$ cat src/rtl/psdm_pkg.sv
// ----------------------------------------------------------------------------
// psdm_pkg
// Shared widths, state encoding and cell control bundle for the pairwise
// squared distance matrix block.
// ----------------------------------------------------------------------------
package psdm_pkg;

    localparam int FEAT_W = 16;
    localparam int DIFF_W = FEAT_W + 1;
    localparam int PROD_W = 32;
    localparam int DIST_W = 35;
    localparam int PT_W   = 3;

    typedef enum logic [1:0] {
        ST_LOAD,
        ST_CALC,
        ST_DUMP
    } t_state;

    typedef struct packed {
        logic load;
        logic rotate;
        logic acc_en;
        logic acc_first;
        logic capture;
        logic res_shift;
    } t_cell_ctl;

endpackage

$ cat src/rtl/psdm_cell.sv
// ----------------------------------------------------------------------------
// psdm_cell
// One point of the chain: holds its features in a rotating shift line,
// squares the difference to the broadcast row feature and accumulates it,
// and passes features and results on to its neighbor.
// ----------------------------------------------------------------------------
module psdm_cell #(
    parameter int NUM_FEATURES = 8
) (
    input  logic                                i_clk,
    input  psdm_pkg::t_cell_ctl                 i_ctl,
    input  logic signed [psdm_pkg::FEAT_W-1:0]  i_shift_in,
    input  logic signed [psdm_pkg::FEAT_W-1:0]  i_row_feat,
    input  logic [psdm_pkg::DIST_W-1:0]         i_res_in,
    output logic signed [psdm_pkg::FEAT_W-1:0]  o_head,
    output logic [psdm_pkg::DIST_W-1:0]         o_res
);
    import psdm_pkg::*;

    logic signed [FEAT_W-1:0]   r_feat [NUM_FEATURES];
    logic [PROD_W-1:0]          r_prod;
    logic [DIST_W-1:0]          r_acc;
    logic [DIST_W-1:0]          r_res;
    logic signed [DIFF_W-1:0]   l_diff;
    logic signed [2*DIFF_W-1:0] l_sq;

    assign o_head = r_feat[NUM_FEATURES-1];
    assign o_res  = r_res;
    assign l_diff = DIFF_W'(i_row_feat) - DIFF_W'(r_feat[NUM_FEATURES-1]);
    assign l_sq   = l_diff * l_diff;

    always_ff @(posedge i_clk) begin
        if (i_ctl.load) begin
            r_feat[0] <= i_shift_in;
        end else if (i_ctl.rotate) begin
            r_feat[0] <= r_feat[NUM_FEATURES-1];
        end
        for (int i = 1; i < NUM_FEATURES; i++) begin
            if (i_ctl.load || i_ctl.rotate) begin
                r_feat[i] <= r_feat[i-1];
            end
        end
    end

    always_ff @(posedge i_clk) begin
        if (i_ctl.rotate) begin
            r_prod <= l_sq[PROD_W-1:0];
        end
        if (i_ctl.acc_en) begin
            r_acc <= (i_ctl.acc_first ? '0 : r_acc) + DIST_W'(r_prod);
        end
        if (i_ctl.capture) begin
            r_res <= r_acc;
        end else if (i_ctl.res_shift) begin
            r_res <= i_res_in;
        end
    end

endmodule

$ cat config.mk
export PLATFORM = sky130hd
export DESIGN_NAME = psdm_cell
export DESIGN_NICKNAME = d
export VERILOG_FILES = /design/src/rtl/psdm_pkg.sv /design/src/rtl/psdm_cell.sv
export SDC_FILE = /design/constraint.sdc
export NUM_CORES = 1
export LEC_CHECK = 0
export ABC_CLOCK_PERIOD_IN_PS = 8700
export BUFFER_PORTS_ARGS = -buffer_cell sky130_fd_sc_hd__buf_2
export CAP_MARGIN = 20
export CORE_MARGIN = 1
export CORE_UTILIZATION = 40
export DETAILED_ROUTE_END_ITERATION = 16
export GPL_TIMING_DRIVEN = 0
export PLACE_DENSITY_LB_ADDON = 0.1
export SLEW_MARGIN = 20
export SYNTH_ARGS = -nofsm -noshare
export SYNTH_HDL_FRONTEND = slang
export SYNTH_SLANG_ARGS = --single-unit
$ cat constraint.sdc
create_clock -name i_clk -period 8.7 [get_ports i_clk]
set_input_delay 0.435 -clock i_clk [delete_from_list [all_inputs] [get_ports i_clk]]
set_output_delay 0.435 -clock i_clk [all_outputs]
set_load 0.05 [all_outputs]
* Word level (Yosys, flattened, before mapping)
Memory sizes are Yosys's and may differ from the RTL's.
Index checks and enable logic that the tools add are counted.
** Cells by class
- Multipliers :: 1
- Mux-type cells :: 11
- Reductions and logical operators :: 2
- Bitwise logic cells :: 1
- Add/sub/neg operators :: 2
** Operators with widths (count)
- 35-bit two-way mux :: 3
- 35-bit by 32-bit adder with 35-bit output :: 1
- 17-bit by 17-bit multiplier with 32-bit output :: 1
- 16-bit by 16-bit subtractor with 17-bit output :: 1
- 16-bit two-way mux :: 1
- 1-bit two-way mux :: 7
- 2-bit nonzero test :: 1
- 1-bit logical OR :: 1
- 1-bit bitwise OR :: 1
** Storage, ports and cells
- Input port bits :: 74
- Bits in writable memories :: 128
- Register bits after elaboration :: 102
- Memories :: 1
** Memory list
- r_feat :: words 8, width 16, read ports 8, clocked after Yosys merged registers in 0, wr ports 8, line psdm_cell.sv:20 : logic signed [FEAT_W-1:0] r_feat [NUM_FEATURES];

* Depth between registers and ports, before layout
- Word-level depth :: 4
- Depth in mapped cells :: 34

* Least setup slack after synthesis
No wires, ideal clock.
- Path kind :: input-to-reg
- Start :: in i_row_feat[0] (netlist bit)
- End :: reg r_prod[27], data pin
- Cell stages on the path :: 32
- Arrival :: 7654 ps
- Slack :: 779 ps
- Path buffers :: 1
- Library setup time :: 267 ps
- Required time :: 8433 ps
- Path through :: inv_1 ha_1 fa_1 nor2b_4 o31a_1 o311ai_4 o211a_1 or2_2 xor2_2 inv_1 buf_2 nand2_1 fa_1 inv_1 fa_1 inv_1 fa_1 inv_1 fa_1 fa_1 inv_1 fa_1 inv_1 ha_1 and3_1 o21ai_1 nor2b_1 nor2_1 or3_1 a21oi_1 o21ai_0 xor2_1
** Between the ends
- Cells in the longest elaborated chain, start to end :: 2
** Ends and longest elaborated chain
- start, declared :: line psdm_cell.sv:13 : input logic signed [psdm_pkg::FEAT_W-1:0] i_row_feat,
- 16-bit by 16-bit subtractor with 17-bit output :: line psdm_cell.sv:29 : assign l_diff = DIFF_W'(i_row_feat) - DIFF_W'(r_feat[NUM_FEATURES-1]);
- 17-bit by 17-bit multiplier with 32-bit output :: line psdm_cell.sv:30 : assign l_sq = l_diff * l_diff;
- net l_sq[27] :: line psdm_cell.sv:25 : logic signed [2*DIFF_W-1:0] l_sq;
- end signal, assigned :: line psdm_cell.sv:47 : r_prod <= l_sq[PROD_W-1:0];
- end, declared :: line psdm_cell.sv:21 : logic [PROD_W-1:0] r_prod;
The timed path passes the listed nets, and every way through them passes these cells.
A chain may end at the register's enable or synchronous reset.

==> impl_metrics.csv <==
group,metric,value,unit
finish,drive_gt1_share,15.2,%
synth,ys_seq_area_share,35.1,%
detailed_routing,first_pass_iters,7,
global_route,grt_max_degree,59,
hold_path,holdPathStages,3,
critical_path,crit_path_frequent_cell,"fa_1",
finish,post-route-util,46.1,%
detailed_routing,avgRoutedWirePerCell,17.5,um
clocking,cts_max_path_buffers,3,
run,drv_cap,0,
floorplan,dieArea,49900,um2
critical_path,start_kind,"flop",
finish,nets,2355,
status,outcome,"complete, no violations",
placed_design,dp_cells,2471,
synth,postSynthCellCount,1731,
clocking,cts_sinks,229,
clocking,cts_buffers,26,
critical_path,rr_worst_depth,32,
finish,diodes,0,
detailed_routing,drc,0,
synth,syn_nets,2190,
global_route,antenna_found_initial,0,
floorplan,ios,125,
clocking,path_clk_slew,60,ps
finish,final_cell_count_no_fill,2529,
sta,tightestPinTransition,925,ps
sta,slew_violations,0,
critical_path,cp_slowest_cell,"fa_1",
critical_path,arrival,8610,ps
sta,finalCritPeriodShare,96.0,%
detailed_routing,vias_per_cell,4.92,
synth,syn_area_per_cell,11.3,um2
floorplan,core_area,48000,um2
synth,dominantRegCellSynth,"edfxtp_1",
detailed_routing,drt-initial-drc-count,615,
floorplan,rows,80,
finish,area_growth_syn_to_layout,13.0,%
sta,setup_viol,0,
sta,finClkSkew,29.3,ps
synth,synth_cell_type_count,71,
clocking,cts-htree-levels,1,
sta,hold_viol,0,
synth,synth_edf_count,229,
synth,yosysWarnings,0,
critical_path,crit_type,"reg -> reg",
detailed_routing,ant_nets,0,
sta,slew_headroom,37.9,%
detailed_routing,wirelength,44300,um
critical_path,slowest_delay,530,ps
sta,tns,0,ps
critical_path,cp-end-kind,"flop",
clocking,clock_latency,550,ps
hold_path,min_path_type,"in -> reg",
critical_path,cp.required,8960,ps
floorplan,die_w,223,um
floorplan,initial_core_util,40.8,%
clocking,cts_tree,"yes",
synth,ys_async_sr_fraction,0,%
placed_design,gp_congestion,0.920,
synth,synth_seq_cells,229,
synth,syn-cell-area,19600,um2
detailed_routing,vias,12400,
global_route,grt_usage,18.2,%
placed_design,post-dp-hpwl,35700,um
floorplan,die_h,223,um
global_route,grt_overflow,0,
clocking,cts_hold_buffers,0,
clocking,cts-root-buf,"clkbuf_16",
global_route,grt_pass1_vias,13200,
global_route,grt_pass1_wl,70800,um
placed_design,numPortBuffers,123,
sta,max_freq,0.120,GHz
sta,post-route-min-period,8350,ps
critical_path,cp_max_fo,10,
## cell usage in the layout, fill, tap and decap left out, types with 13 or more instances in the layout
cell type	count
a21o_1	29
ha_1	126
a21oi_1	49
o31ai_1	13
edfxtp_1	229
o21ai_0	46
nor3_1	16
buf_4	32
clkbuf_1	31
inv_1	333
mux2_2	36
nor2b_1	39
fa_1	255
a31oi_1	15
xnor2_1	51
o21a_1	14
nor2_1	120
nand2_1	114
xor2_1	23
clkbuf_16	26
buf_2	127
## routing by layer
metal  vias to the layer above  GRT usage, %  wire length [um]
li1                       5973             -                 -
met1                      6152          24.9             20400
met2                       272          30.1             20800
met3                        50          3.13              2200
met4                         0          4.66               885
met5                         -             0                 0
## logic make-up after synthesis
logic type / share of synthesized area [%]
AO/OA/AOI/OAI: 8.11
AND/OR/NAND/NOR: 8.72
multiplexers: 2.12
flip-flops: 35.1
adder cells (fa/ha/maj): 34.5
buffers and inverters: 8.02
XOR/XNOR: 3.52
## registers in the layout, summed over array words and instances, names as in the netlist
signal	count
r_prod	31
o_res	35
r_acc	35
r_feat	128
## worst max-delay path, delay by kind of cell, from the launching register on
kind                       cells  cell delay [ps]
DFF                            1              460
adders and majority gates      9             3620
and+or+nand+nor                3              610
buffers and inverters          7              800
AOI/OAI and AO/OA             12             2400
xor gates and xnor gates       1              160
## stage by stage
step	hold WS, ps	worst slack [ps]	cell area [um2]
after floorplan	400	779	19600
after global placement	400	-643	21000
after detailed placement	405	-530	21100
after CTS	147	8.83	22000
after global routing	162	-17.4	22200
final	168	349	22200
## synth_stat cells, drive strengths merged (25+ instances only)
cell type  count  area share [%]
inv          339             6.5
fa           259              26
edfxtp       229              35
ha           126             8.0
nor2         122             2.3
nand2        114             2.2
a21oi         54             1.4
xnor2         54             2.4
o21ai         53             1.4
nor2b         41             1.3
mux2          36             2.1
clkbuf        31            0.59
a21o          29             1.1
buf           25            0.85
## what timing repair did
action / 4_1_cts / 5_1_grt
setup endpoints to repair: 8 / 13
setup buffers: 1 / 12
gates resized for setup: 12 / 37
pin swaps: 1 / 7
## cell type report
| cell class | count | area (um2) |
|---|---|---|
| Buffer | 55 | 303 |
| Clock buffer | 32 | 673 |
| Clock inverter | 14 | 159 |
| Fill cell | 4547 | 25900 |
| Inverter | 343 | 1290 |
| Multi-Input combinational cell | 1103 | 11300 |
| Sequential cell | 229 | 6880 |
| Tap cell | 615 | 769 |
| Timing Repair Buffer | 138 | 768 |
## worst paths after layout
check,from,to,slack (ps)
setup / recovery,r_feat[1][48]$_DFFE_PP_,r_prod[27]$_DFFE_PP_,350
hold / removal,i_shift_in[3],r_feat[0][3]$_DFFE_PP_,170
hold reg to reg,r_feat[1][0]$_DFFE_PP_,r_feat[1][16]$_DFFE_PP_,410
setup reg to reg,r_feat[1][48]$_DFFE_PP_,r_prod[27]$_DFFE_PP_,350
Power is not shown: default switching activity piles up to over one toggle a cycle in this logic, so the estimate is an artifact.
